**src/uer_pkg.sv**
```systemverilog
`timescale 1ns / 1ps
// ----------------------------------------------------------------------------
// uer_pkg
// Types, register indexes and arithmetic helpers for the echo ranger.
// ----------------------------------------------------------------------------
package uer_pkg;

	localparam int unsigned TickW   = 16;
	localparam int unsigned DistW   = 11;
	localparam int unsigned SumW    = 12;
	localparam int unsigned CfgIdxW = 2;

	localparam logic [TickW-1:0] TrigLowTicks  = 16'd2;
	localparam logic [TickW-1:0] TrigHighTicks = 16'd10;
	localparam logic [1:0]       ReadingsAvg   = 2'd3;

	// floor(t*17/1000) == (t * 17 * ceil(2^30/1000)) >> 30 for t <= 65536
	localparam logic [24:0] DistMul   = 25'd18253614;
	localparam int unsigned DistShift = 30;
	// floor(s/3) == (s * ceil(2^13/3)) >> 13 for s < 4096
	localparam logic [11:0] Div3Mul   = 12'd2731;
	localparam int unsigned Div3Shift = 13;

	typedef enum logic [CfgIdxW-1:0] {
		REG_ECHO_WAIT_LIMIT = 2'd0,
		REG_PULSE_LIMIT     = 2'd1,
		REG_AVERAGE_THREE   = 2'd2,
		REG_SETTLE_GAP      = 2'd3
	} cfg_reg_t;

	typedef enum logic [2:0] {
		PH_IDLE   = 3'd0,
		PH_LOW    = 3'd1,
		PH_HIGH   = 3'd2,
		PH_WAIT   = 3'd3,
		PH_MEAS   = 3'd4,
		PH_SETTLE = 3'd5
	} phase_t;

	typedef struct packed {
		logic start_req;
		logic echo_level;
	} in_t;

	typedef struct packed {
		logic             trig_level;
		logic             busy_res;
		logic             done_res;
		logic [DistW-1:0] distance_cm;
		logic             timed_out;
	} out_t;

	// Echo-high tick count to centimeters.
	function automatic logic [DistW-1:0] ticks_to_cm(input logic [TickW:0] ticks);
		logic [41:0] prod;
		prod = {25'd0, ticks} * {17'd0, DistMul};
		return prod[DistShift +: DistW];
	endfunction

	function automatic logic [DistW-1:0] div3(input logic [SumW-1:0] s);
		logic [23:0] prod;
		prod = {12'd0, s} * {12'd0, Div3Mul};
		return prod[Div3Shift +: DistW];
	endfunction

endpackage

```
**src/ultrasonic_echo_ranger.sv**
```systemverilog
`timescale 1ns / 1ps
// ----------------------------------------------------------------------------
// ultrasonic_echo_ranger
// Trigger/echo sequencer for an ultrasonic range sensor, one item per tick.
// ----------------------------------------------------------------------------
// Each input transaction is one microsecond tick carrying a start request and
// the sampled echo level; each one yields exactly one output transaction with
// the trigger level for that tick, busy/done flags and, on the done tick, the
// distance in cm and the timeout flag.
// Channels: in_valid/in_ready and out_valid/out_ready, payloads as uer_pkg
// structs. Config writes (cfg_we, cfg_index, cfg_wdata) are registered directly.
// Pipeline: stage one runs the sequencer and the tick-to-cm multiply, stage two
// the divide by three; each stage registers its result.
// Throughput: one item per cycle while out_ready stays high.
// Stall: with out_ready low the two-stage output pipe fills, then in_ready
// drops; no transaction is lost or repeated.
// Reset: sequencer idle, counters cleared, registers at their defaults
// (wait limit 60000, pulse limit 60000, single reading, settle gap 1000).
// ----------------------------------------------------------------------------
module ultrasonic_echo_ranger (
	input  logic                            clk,
	input  logic                            arst_n,
	input  logic                            in_valid,
	output logic                            in_ready,
	input  uer_pkg::in_t                    in_data,
	output logic                            out_valid,
	input  logic                            out_ready,
	output uer_pkg::out_t                   out_data,
	input  logic                            cfg_we,
	input  logic [uer_pkg::CfgIdxW-1:0]     cfg_index,
	input  logic [uer_pkg::TickW-1:0]       cfg_wdata
);
	import uer_pkg::*;

	typedef struct packed {
		logic            trig_level;
		logic            busy_res;
		logic            done_res;
		logic            avg;
		logic [SumW-1:0] value;
		logic            timed_out;
	} mid_t;

	logic [TickW-1:0] echo_wait_limit_q;
	logic [TickW-1:0] pulse_limit_q;
	logic             average_three_q;
	logic [TickW-1:0] settle_gap_q;

	phase_t           phase_q, phase_d;
	logic [TickW-1:0] tick_q, tick_d;
	logic [1:0]       idx_q, idx_d;
	logic [SumW-1:0]  sum_q, sum_d;
	logic             any_to_q, any_to_d;

	logic             v_s1, v_s2;
	mid_t             mid_s1, mid_d;
	out_t             out_s2;
	logic             en1, en2;

	logic [TickW:0]   tick_inc;
	logic             fin;
	logic             fin_to;
	logic [TickW:0]   fin_ticks;
	logic [DistW-1:0] reading_cm;
	logic [SumW-1:0]  sum_new;
	logic [1:0]       idx_new;
	logic             seq_done;

	// config registers
	always_ff @(posedge clk or negedge arst_n) begin
		if (!arst_n) begin
			echo_wait_limit_q <= 16'd60000;
			pulse_limit_q     <= 16'd60000;
			average_three_q   <= 1'b0;
			settle_gap_q      <= 16'd1000;
		end else if (cfg_we) begin
			case (cfg_index)
				REG_ECHO_WAIT_LIMIT: echo_wait_limit_q <= cfg_wdata;
				REG_PULSE_LIMIT:     pulse_limit_q     <= cfg_wdata;
				REG_AVERAGE_THREE:   average_three_q   <= cfg_wdata[0];
				REG_SETTLE_GAP:      settle_gap_q      <= cfg_wdata;
				default: ;
			endcase
		end
	end

	assign en2      = !v_s2 || out_ready;
	assign en1      = !v_s1 || en2;
	assign in_ready = en1;

	assign tick_inc = {1'b0, tick_q} + {{TickW{1'b0}}, 1'b1};

	// sequencer next state
	always_comb begin
		phase_d   = phase_q;
		tick_d    = tick_q;
		idx_d     = idx_q;
		sum_d     = sum_q;
		any_to_d  = any_to_q;
		fin       = 1'b0;
		fin_to    = 1'b0;
		fin_ticks = '0;
		mid_d     = '0;
		case (phase_q)
			PH_IDLE: begin
				if (in_data.start_req) begin
					idx_d    = '0;
					sum_d    = '0;
					any_to_d = 1'b0;
					tick_d   = {{(TickW-1){1'b0}}, 1'b1};
					phase_d  = PH_LOW;
				end
			end
			PH_LOW: begin
				if (tick_inc >= {1'b0, TrigLowTicks}) begin
					tick_d  = '0;
					phase_d = PH_HIGH;
				end else begin
					tick_d = tick_inc[TickW-1:0];
				end
			end
			PH_HIGH: begin
				mid_d.trig_level = 1'b1;
				if (tick_inc >= {1'b0, TrigHighTicks}) begin
					tick_d  = '0;
					phase_d = PH_WAIT;
				end else begin
					tick_d = tick_inc[TickW-1:0];
				end
			end
			PH_WAIT: begin
				if (in_data.echo_level) begin
					tick_d = {{(TickW-1){1'b0}}, 1'b1};
					if (pulse_limit_q <= {{(TickW-1){1'b0}}, 1'b1}) begin
						fin       = 1'b1;
						fin_ticks = {{TickW{1'b0}}, 1'b1};
					end else begin
						phase_d = PH_MEAS;
					end
				end else if (tick_inc >= {1'b0, echo_wait_limit_q}) begin
					fin    = 1'b1;
					fin_to = 1'b1;
				end else begin
					tick_d = tick_inc[TickW-1:0];
				end
			end
			PH_MEAS: begin
				if (in_data.echo_level) begin
					if (tick_inc >= {1'b0, pulse_limit_q}) begin
						fin       = 1'b1;
						fin_ticks = tick_inc;
					end else begin
						tick_d = tick_inc[TickW-1:0];
					end
				end else begin
					fin       = 1'b1;
					fin_ticks = {1'b0, tick_q};
				end
			end
			PH_SETTLE: begin
				if (tick_q >= settle_gap_q) begin
					tick_d  = {{(TickW-1){1'b0}}, 1'b1};
					phase_d = PH_LOW;
				end else begin
					tick_d = tick_inc[TickW-1:0];
				end
			end
			default: begin
				phase_d = PH_IDLE;
				tick_d  = '0;
			end
		endcase

		// close out one reading
		reading_cm = fin_to ? '0 : ticks_to_cm(fin_ticks);
		sum_new    = sum_q + {1'b0, reading_cm};
		idx_new    = idx_q + 2'd1;
		seq_done   = !average_three_q || (idx_new >= ReadingsAvg);
		if (fin) begin
			tick_d   = '0;
			sum_d    = sum_new;
			idx_d    = idx_new;
			any_to_d = any_to_q | fin_to;
			phase_d  = seq_done ? PH_IDLE : PH_SETTLE;
			if (seq_done) begin
				mid_d.done_res  = 1'b1;
				mid_d.avg       = average_three_q;
				mid_d.value     = average_three_q ? sum_new : {1'b0, reading_cm};
				mid_d.timed_out = any_to_q | fin_to;
			end
		end
		mid_d.busy_res = (phase_d != PH_IDLE);
	end

	always_ff @(posedge clk or negedge arst_n) begin
		if (!arst_n) begin
			phase_q  <= PH_IDLE;
			tick_q   <= '0;
			idx_q    <= '0;
			sum_q    <= '0;
			any_to_q <= 1'b0;
			v_s1     <= 1'b0;
			v_s2     <= 1'b0;
		end else begin
			if (en1) begin
				v_s1 <= in_valid;
				if (in_valid) begin
					phase_q  <= phase_d;
					tick_q   <= tick_d;
					idx_q    <= idx_d;
					sum_q    <= sum_d;
					any_to_q <= any_to_d;
				end
			end
			if (en2) begin
				v_s2 <= v_s1;
			end
		end
	end

	// payload stages
	always_ff @(posedge clk) begin
		if (en1 && in_valid) begin
			mid_s1 <= mid_d;
		end
		if (en2 && v_s1) begin
			out_s2.trig_level  <= mid_s1.trig_level;
			out_s2.busy_res    <= mid_s1.busy_res;
			out_s2.done_res    <= mid_s1.done_res;
			out_s2.timed_out   <= mid_s1.timed_out;
			out_s2.distance_cm <= mid_s1.avg ? div3(mid_s1.value)
			                                 : mid_s1.value[DistW-1:0];
		end
	end

	assign out_valid = v_s2;
	assign out_data  = out_s2;

endmodule
```
**config.mk**
```make
export PLATFORM = sky130hd
export DESIGN_NAME = ultrasonic_echo_ranger
export DESIGN_NICKNAME = d
export VERILOG_FILES = /design/src/uer_pkg.sv /design/src/ultrasonic_echo_ranger.sv
export SDC_FILE = /design/constraint.sdc
export NUM_CORES = 1
export LEC_CHECK = 0
export BUFFER_PORTS_ARGS = -buffer_cell sky130_fd_sc_hd__clkbuf_2
export CORE_ASPECT_RATIO = 0.6
export CORE_UTILIZATION = 35
export CTS_BUF_LIST = sky130_fd_sc_hd__clkbuf_4 sky130_fd_sc_hd__clkbuf_8
export CTS_CLUSTER_SIZE = 14
export DETAILED_ROUTE_END_ITERATION = 10
export PLACE_DENSITY = 0.5
export SYNTH_ARGS = -nofsm -noshare
export SYNTH_HDL_FRONTEND = slang
export SYNTH_SLANG_ARGS = --single-unit
```
**constraint.sdc**
```tcl
create_clock -name clk -period 11.4 [get_ports clk]
set_clock_uncertainty 0.1 [all_clocks]
set_input_delay 2.28 -clock clk [delete_from_list [all_inputs] [get_ports clk]]
set_output_delay 2.28 -clock clk [all_outputs]
set_load 0.02 [all_outputs]
```
==> results of run 1 <==
[cells in the mapped netlist, types with 7 or more instances]
| cell type | number | area (µm²) |
|---|---|---|
| o211ai_1 | 9 | 67.6 |
| clkbuf_1 | 26 | 97.6 |
| inv_1 | 374 | 1400 |
| nor2b_1 | 10 | 62.6 |
| buf_2 | 11 | 55.1 |
| ha_1 | 311 | 3890 |
| and3_1 | 8 | 50.1 |
| o31ai_1 | 8 | 60.1 |
| a21o_1 | 34 | 255 |
| xor2_1 | 22 | 193 |
| o21a_1 | 12 | 90.1 |
| a211oi_1 | 9 | 67.6 |
| nand2_1 | 93 | 349 |
| edfxtp_1 | 32 | 961 |
| nand2b_1 | 23 | 144 |
| or3_1 | 15 | 93.8 |
| nand4_1 | 18 | 113 |
| mux2_2 | 38 | 428 |
| dfrtp_1 | 65 | 1630 |
| nor4_1 | 10 | 62.6 |
| dfstp_2 | 20 | 526 |
| nand3_1 | 43 | 215 |
| and4_1 | 7 | 61.3 |
| nor3_1 | 28 | 140 |
| o21ai_0 | 52 | 260 |
| a21oi_1 | 47 | 235 |
| nor2_1 | 62 | 233 |
| fa_1 | 163 | 3260 |
| xnor2_1 | 37 | 324 |
[placed cells by master, fill, tap and decap left out, types with 7 or more instances in the layout]
cell,count
dfrtp_1,65
xnor2_1,36
and4_1,7
nor2_1,62
a21oi_1,47
o21a_1,12
or3_1,15
nor3_1,28
nor2b_1,10
dfstp_2,20
and3_1,8
xor2_1,22
clkbuf_2,40
ha_1,310
o211ai_1,9
o31ai_1,8
fa_1,163
clkbuf_8,17
inv_1,374
nand2b_1,17
nor4_1,10
nand2_1,93
mux2_2,38
buf_4,31
nand4_1,18
nand3_1,43
edfxtp_1,32
a211oi_1,9
o21ai_0,51
a21o_1,34
[worst paths after layout]
kind	from	endpoint	depth (start not counted)
worst max-delay path	tick_q[4]	mid_s1[11]	38
worst min-delay path	mid_s1[16]	out_data[14]	0
worst max register to register	tick_q[4]	mid_s1[11]	38
worst min register to register	mid_s1[16]	out_data[14]	0
max in group asynchronous	arst_n	pulse_limit_q[1]	2
min in group asynchronous	arst_n	tick_q[9]	1
[metrics by stage]
step                power [µW]  setup slack [ns]  area, µm²  hold slack [ns]  std cells
finish                    1700             0.658      17800            0.325       2384
global route              1850            0.0314      17800            0.346       2384
CTS                       1710             0.220      17700            0.328       2380
detailed placement        1340             0.302      17400            0.309       2348
global placement          1330             0.545      17400            0.309       2348
floorplan                 1110              1.12      16400            0.300       1703
[power breakdown]
group,internal (µW),switching (µW)
combinational,306,466
sequential,512,55.3
clock,175,189
total,993,710
[cells by family after synthesis]
kind of cell	count (synthesis)	share of synthesized area, %
adders and majority gates	474	43.7
buffers and inverters	418	9.78
and+or+nand+nor	342	10.8
DFF	117	19.0
xor gates and xnor gates	59	3.16
muxes	43	2.92
AOI/OAI and AO/OA	250	10.6
[metal layers]
layer	share of wire, %	global-route usage (%)
met2	36	24.2
met3	7.2	5.02
met4	0.55	2.91
met1	56	32.0
met5	0	0
[flip-flops by register name, summed over array words and instances, names as in the netlist, 2 cells and up]
| register | cells |
|---|---|
| mid_s1 | 17 |
| echo_wait_limit_q | 16 |
| pulse_limit_q | 16 |
| settle_gap_q | 16 |
| tick_q | 16 |
| out_data | 15 |
| sum_q | 12 |
| phase_q | 3 |
| idx_q | 2 |
[timing repair]
| item | 4_1_cts | 5_1_grt |
|---|---|---|
| setup buffers | 0 | 3 |
| resized for setup | 0 | 11 |
| endpoints found under the setup margin | 0 | 9 |
[cell type report]
cell class,instances,area share [%]
multi-input combinational,1168,65.8
timing repair buffer,71,2.43
clock inverter,13,0.618
clock buffer,19,1.40
antenna,1,0.0141
tap,620,4.36
sequential,117,17.5
inverter,375,7.90
[worst reg2reg max path: cells and delay by family, from the launching register on]
family          cells  cell delay, ns
compound gates      9            2.35
fa+ha+maj           9            4.17
buf+inv             7            0.76
flops               1            0.55
simple gates       13            2.54
==> results.cfg, run 1 <==
[status]
outcome = complete, no violations

[worst_setup_path]
slowest_stage = fa_1
crit_arrival_ns = 10.87
crit_path_max_incr_delay_ns = 0.60
crit_fanout = 11
path_class = reg2reg
start_kind = flip-flop
cpMostUsedCell = fa_1
crit_family = adder cells
cp-end-kind = flip-flop
reg2reg_slack_ns = 0.66
worst-path-buf-inv = 7
required_ns = 11.53

[grt]
antenna_found_initial = 1
track_usage_pct = 19.3
gr-total-overflow = 0
grt_max_degree = 50
grt_pass1_vias = 11800
grt_pass1_wl_mm = 69.6

[synth]
syn_area_um2 = 16400
ys_warn_count = 0
avgSynthCellArea_um2 = 9.61
postSynthCellCount = 1703
ys_seq_elements = 117
async_reset_ff_share_pct = 72.6
synth_nets = 2202
ys_types = 80
synth_top_flop_cell = dfrtp_1
yosysSeqAreaShare_pct = 19.0
synth_edf_count = 32

[placed_design]
io_buffers = 41
place_hpwl_mm = 37.7
gp_congestion = 0.968

[die]
ioPinCount = 42
start_util_pct = 36.0
die_h_um = 170
core_area_um2 = 45500
die_w_um = 281
die-area_um2 = 47700
rows = 60

[final_layout]
seqCellArea_um2 = 3110
layout.nets = 2249
area_growth_pct = 8.76
drive_gt1_share_pct = 11.4
final_util_pct = 39.1
fill_cells = 4607
multiInputGateArea_um2 = 11700

[run]
maxCapViolations = 0

[clock_network]
cts_tree = yes
cts_made_buffers = 17
htree_levels = 4
hold_buffers = 0
cts_buffer_depth = 2
clk_pin_slew_ns = 0.08
root_buffer = clkbuf_8
clock-sinks = 117
insertion_delay_ns = 0.48

[detailed_routing]
ant_nets = 0
vias = 11900
first_iter_violations = 963
drt_pass1_iterations = 5
wire_per_inst_um = 18.5
drt-total-wl_mm = 44.2
drc_errors = 0
avgViaCountPerCell = 4.99

[hold_path]
hp-class = reg2reg

[sta]
final_hold_viol_count = 0
maxSlewHeadroom_pct = 21.9
period_needed_ns = 10.74
fmax_mhz = 93.1
period_share_pct = 94.2
rsz0062_at_grt = no
worst_pin_slew_ns = 1.16
maxSlewViolCount = 0
tns_ns = 0
setup_viol = 0

[power_and_ir_drop]
power_density_nw_per_um2 = 95.7
peakVddDrop_mv = 0.0722
p_leak_uw = 0.00960
No activity file was read; power rests on OpenSTA's default activity.
==> run 2, diff against run 1 <==
--- a/config.mk
+++ b/config.mk
@@ -6,11 +6,11 @@
 export NUM_CORES = 1
 export LEC_CHECK = 0
-export BUFFER_PORTS_ARGS = -buffer_cell sky130_fd_sc_hd__clkbuf_2
+export BUFFER_PORTS_ARGS = -buffer_cell sky130_fd_sc_hd__buf_2
 export CORE_ASPECT_RATIO = 0.6
-export CORE_UTILIZATION = 35
+export CORE_UTILIZATION = 55
 export CTS_BUF_LIST = sky130_fd_sc_hd__clkbuf_4 sky130_fd_sc_hd__clkbuf_8
 export CTS_CLUSTER_SIZE = 14
 export DETAILED_ROUTE_END_ITERATION = 10
-export PLACE_DENSITY = 0.5
+export PLACE_DENSITY = 0.72
 export SYNTH_ARGS = -nofsm -noshare
 export SYNTH_HDL_FRONTEND = slang
==> constraint.sdc (replaced) <==
create_clock -name clk -period 11.4 [get_ports clk]
set_clock_uncertainty 0.1 [all_clocks]
set_input_delay 1.14 -clock clk [delete_from_list [all_inputs] [get_ports clk]]
set_output_delay 1.14 -clock clk [all_outputs]
set_load 0.02 [all_outputs]
==> run 2 against run 1 <==
Effect of this change: largest power group unchanged; sequential power about the same; sequential share of layout area increased by 0.24 points; highest routed layer is now met5; largest cell class unchanged; die area decreased by 36%; cell area decreased by 1.3%; power increased by 5.0%; core utilization increased by 21 points; sequential cell count unchanged.
==> results.cfg, run 2 (synthesis results as in run 1) <==
[sta]
maxSlewHeadroom_pct = 19.6
rsz0062_at_grt = no
tns_ns = 0
maxSlewViolCount = 0
worst_pin_slew_ns = 1.20
final_hold_viol_count = 0
period_needed_ns = 10.89
fmax_mhz = 91.8
period_share_pct = 95.6
setup_viol = 0

[worst_setup_path]
crit_path_max_incr_delay_ns = 0.60
cpMostUsedCell = fa_1
worst-path-buf-inv = 7
critical_path.startpoint = tick_q[1]
crit_fanout = 8
worst-path-stages = 39
path_class = reg2reg
crit_end = mid_s1[11]
slowest_stage = fa_1
r2r_end = mid_s1[11]
crit_family = adder cells
rr_startpoint = tick_q[1]
crit_arrival_ns = 11.03
reg2reg_depth = 39
reg2reg_slack_ns = 0.51
required_ns = 11.54
cp-end-kind = flip-flop
start_kind = flip-flop

[final_layout]
fill_cells = 2421
regMostFlops = mid_s1
area_growth_pct = 7.36
final_common_cell = inv_1
mostFrequentLayoutCells = inv_1 (374), ha_1 (310), fa_1 (163)
layout.nets = 2239
drive_gt1_share_pct = 11.0
diodes = 0
largest_register_ffs = 17

[clock_network]
root_buffer = clkbuf_8
cts_buffer_depth = 2
cts_made_buffers = 17
insertion_delay_ns = 0.49
clk_pin_slew_ns = 0.08
cts_tree = yes
clock-sinks = 117
htree_levels = 4

[run]
maxCapViolations = 0

[power_and_ir_drop]
power.total_uw = 1790
power_density_nw_per_um2 = 102
peakVddDrop_mv = 0.103
p_leak_uw = 0.00956

[grt]
gr-total-overflow = 0
grt_max_degree = 54
grt_pass1_vias = 12200
grt_pass1_wl_mm = 69.2
track_usage_pct = 30.2
antenna_found_initial = 1

[detailed_routing]
avgViaCountPerCell = 5.68
wire_per_inst_um = 20.3
ant_nets = 0
drt-total-wl_mm = 43.7
vias = 12200
first_iter_violations = 936
drt_pass1_iterations = 7
drc_errors = 0

[placed_design]
place_hpwl_mm = 36.7
gp_congestion = 1.01
io_buffers = 41

[die]
rows = 48
die_h_um = 136
core_area_um2 = 29000
die-area_um2 = 30500
die_w_um = 225
ioPinCount = 42
start_util_pct = 56.4

[hold_path]
worstHoldStart = mid_s1[14]
hp-class = reg2reg

[status]
outcome = complete, no violations
[run 2: layout make-up]
| class | count | area (µm²) | area share (%) |
|---|---|---|---|
| multi-input combinational | 1169 | 11700 | 66.8 |
| sequential | 117 | 3120 | 17.7 |
| inverter | 375 | 1410 | 8.01 |
| tap | 400 | 500 | 2.85 |
| clock buffer | 18 | 241 | 1.37 |
| timing repair buffer | 60 | 363 | 2.06 |
| clock inverter | 14 | 213 | 1.21 |
[run 2: worst min-delay path by stage]
stage / end / slack (ns) / depth (start not counted)
floorplan: out_data[0] / 0.30 / 0
global placement: out_data[14] / 0.30 / 0
detailed placement: out_data[14] / 0.31 / 0
CTS: out_data[12] / 0.32 / 0
global route: out_data[14] / 0.34 / 0
finish: out_data[12] / 0.32 / 0
[run 2: worst reg2reg max path: cells and delay by family (launching register included)]
kind / cells / cell delay, ns
xor+xnor: 1 / 0.31
buf+inv: 7 / 0.91
compound gates: 10 / 2.57
flops: 1 / 0.49
simple gates: 11 / 1.92
fa+ha+maj: 10 / 4.36
[run 2: what timing repair did]
item / 4_1_cts / 5_1_grt
gates resized for setup: 0 / 16
hold buffers: 0 / 0
buffers inserted: 0 / 4
endpoints found under the setup margin: 0 / 11
[run 2: power by group]
| group | internal, µW | leakage (µW) | total [µW] | switching [µW] |
|---|---|---|---|---|
| Clock | 247 | 0.000230 | 460 | 213 |
| Combinational | 305 | 0.00797 | 761 | 456 |
| Sequential | 513 | 0.00136 | 568 | 55.8 |
| Total | 1060 | 0.00956 | 1790 | 725 |
[run 2: metal layers]
| layer | GRT usage (%) | vias to the layer above | routed length [µm] |
|---|---|---|---|
| li1 | - | 5772 | - |
| met1 | 47.2 | 5967 | 22400 |
| met2 | 39.3 | 450 | 16300 |
| met3 | 10.7 | 41 | 4590 |
| met4 | 5.22 | 2 | 426 |
| met5 | 0 | - | 19 |
[run 2: metrics by stage]
stage               setup slack [ns]  area [µm²]  hold slack [ns]  cells  utilization [%]
floorplan                       1.46       16400            0.300   1703                -
global placement               0.606       17000            0.304   2116             58.6
detailed placement             0.182       17000            0.306   2116             58.6
CTS                            0.144       17500            0.325   2148             60.2
global route                  0.0344       17600            0.342   2153             60.6
finish                         0.506       17600            0.323   2153             60.6
==> run 3, diff against run 2 <==
Settings changed: RECOVER_POWER set to 50.
==> run 3 against run 2 <==
Effect of this change: the run now ends with max-capacitance violations, max-slew violations left; fmax about the same; sequential power barely moved; hold slack about the same; die area unchanged; worst setup slack improved by 0.0048 ns; sequential cell count unchanged; core utilization fell by 0.060 points; global-route usage did not move; register-to-register slack barely moved; cell area about the same; via count about the same.
==> results.cfg, run 3 (synthesis results as in run 1) <==
[power_and_ir_drop]
p_leak_uw = 0.00954
power_density_nw_per_um2 = 102
peakVddDrop_mv = 0.103

[clock_network]
root_buffer = clkbuf_8
hold_buffers = 0
cts_made_buffers = 17
insertion_delay_ns = 0.49
cts_tree = yes
clock-sinks = 117
cts_buffer_depth = 2
clk_pin_slew_ns = 0.09
htree_levels = 4

[grt]
grt_pass1_wl_mm = 69.2
grt_max_degree = 54
antenna_found_initial = 1
gr-total-overflow = 0
track_usage_pct = 30.2
grt_pass1_vias = 12200

[final_layout]
layout.nets = 2239
final_cell_count_no_fill = 2153
regMostFlops = mid_s1
final_common_cell = inv_1
design_area_um2 = 17600
drive_gt1_share_pct = 10.7
mostFrequentLayoutCells = inv_1 (374), ha_1 (310), fa_1 (163)
largest_register_ffs = 17
fill_cells = 2427
diodes = 0
area_growth_pct = 7.25

[die]
rows = 48
ioPinCount = 42
die-area_um2 = 30500
core_area_um2 = 29000
die_w_um = 225
die_h_um = 136
start_util_pct = 56.4

[placed_design]
place_hpwl_mm = 36.7
gp_congestion = 1.01
dpl_cell_area_um2 = 17000
io_buffers = 41
dp.cells = 2116

[sta]
period_needed_ns = 10.89
period_share_pct = 95.5
fmax_mhz = 91.8
setup_viol = 0
worst_pin_slew_ns = 2.85
final_hold_viol_count = 0
rsz0062_at_grt = no
maxSlewViolCount = 88
maxSlewHeadroom_pct = -90.0
tns_ns = 0

[detailed_routing]
drc_errors = 0
vias = 12200
drt-total-wl_mm = 43.7
wire_per_inst_um = 20.3
avgViaCountPerCell = 5.68
first_iter_violations = 946
ant_nets = 0
drt_pass1_iterations = 5

[status]
outcome = finished with violations
violations = max-capacitance violations, max-slew violations

[worst_setup_path]
slowest_stage = fa_1
start_kind = flip-flop
crit_path_max_incr_delay_ns = 0.60
crit_fanout = 10
crit_arrival_ns = 11.02
required_ns = 11.53
path_class = reg2reg
cp-end-kind = flip-flop

[hold_path]
hp-class = reg2reg

[run]
maxCapViolations = 2
[run 3: changes by cell type in the layout (fill, tap and decap cells not counted)]
cell	previous run	this run
and2_1	4	3
and2_0	0	1
buf_2	40	39
nor3b_1	3	4
clkbuf_1	0	4
nor3b_2	1	0
buf_4	19	16
[run 3: metrics by stage]
step	total power (µW)	setup slack (ns)	utilization, %	hold WS [ns]
2_1_floorplan	1110	1.46	-	0.300
3_3_place_gp	1290	0.606	58.6	0.304
3_5_place_dp	1310	0.182	58.6	0.306
4_1_cts	1780	0.144	60.2	0.325
5_1_grt	1910	0.0344	60.5	0.342
6_report	1790	0.511	60.5	0.323
[run 3: final cells by class]
class,count,area [µm²],share of cell area [%]
inverters,375,1410,8.02
clock inverters,14,213,1.21
well taps,400,500,2.85
flip-flops and latches,117,3120,17.7
repair buffers,60,350,2.00
multi-input cells,1169,11700,66.8
clock buffers,18,241,1.38
[run 3: power breakdown]
group	switching, µW	leakage [µW]	internal [µW]
registers	55.9	0.00136	513
clock network	213	0.000230	247
logic	457	0.00795	304
total	726	0.00954	1060
[run 3: repair_timing]
action,4_1_cts,5_1_grt
setup endpoints to repair,0,11
hold endpoints to repair,0,0
setup buffers,0,4
gates resized for setup,0,16
[run 3: final timing paths]
kind                            startpoint           end  slack [ns]  depth (start not counted)
worst min-delay path            mid_s1[14]  out_data[12]        0.32                          0
worst max-delay path             tick_q[7]    mid_s1[11]        0.51                         38
worst min register to register  mid_s1[14]  out_data[12]        0.32                          0
min in group asynchronous           arst_n      sum_q[0]        1.17                          1
max in group asynchronous           arst_n     tick_q[8]        6.27                          2
worst max register to register   tick_q[7]    mid_s1[11]        0.51                         38
[run 3: worst max-delay path: cells and delay by family (launching register included)]
kind / cells / cell delay, ns
AND/OR/NAND/NOR: 11 / 2.53
XOR/XNOR: 1 / 0.19
buffers and inverters: 7 / 0.85
AO/OA/AOI/OAI: 10 / 2.51
adder cells (fa/ha/maj): 9 / 3.91
flip-flops: 1 / 0.55
[run 3: per-layer routing]
layer  global-route usage, %  share of wire [%]  wire length, µm  up-vias
li1                        -                  -                -     5766
met1                    47.2                 51            22400     5972
met2                    39.3                 37            16300      442
met3                    10.7                 11             4600       44
met4                    5.22               0.99              431        2
met5                       0              0.043               19        -
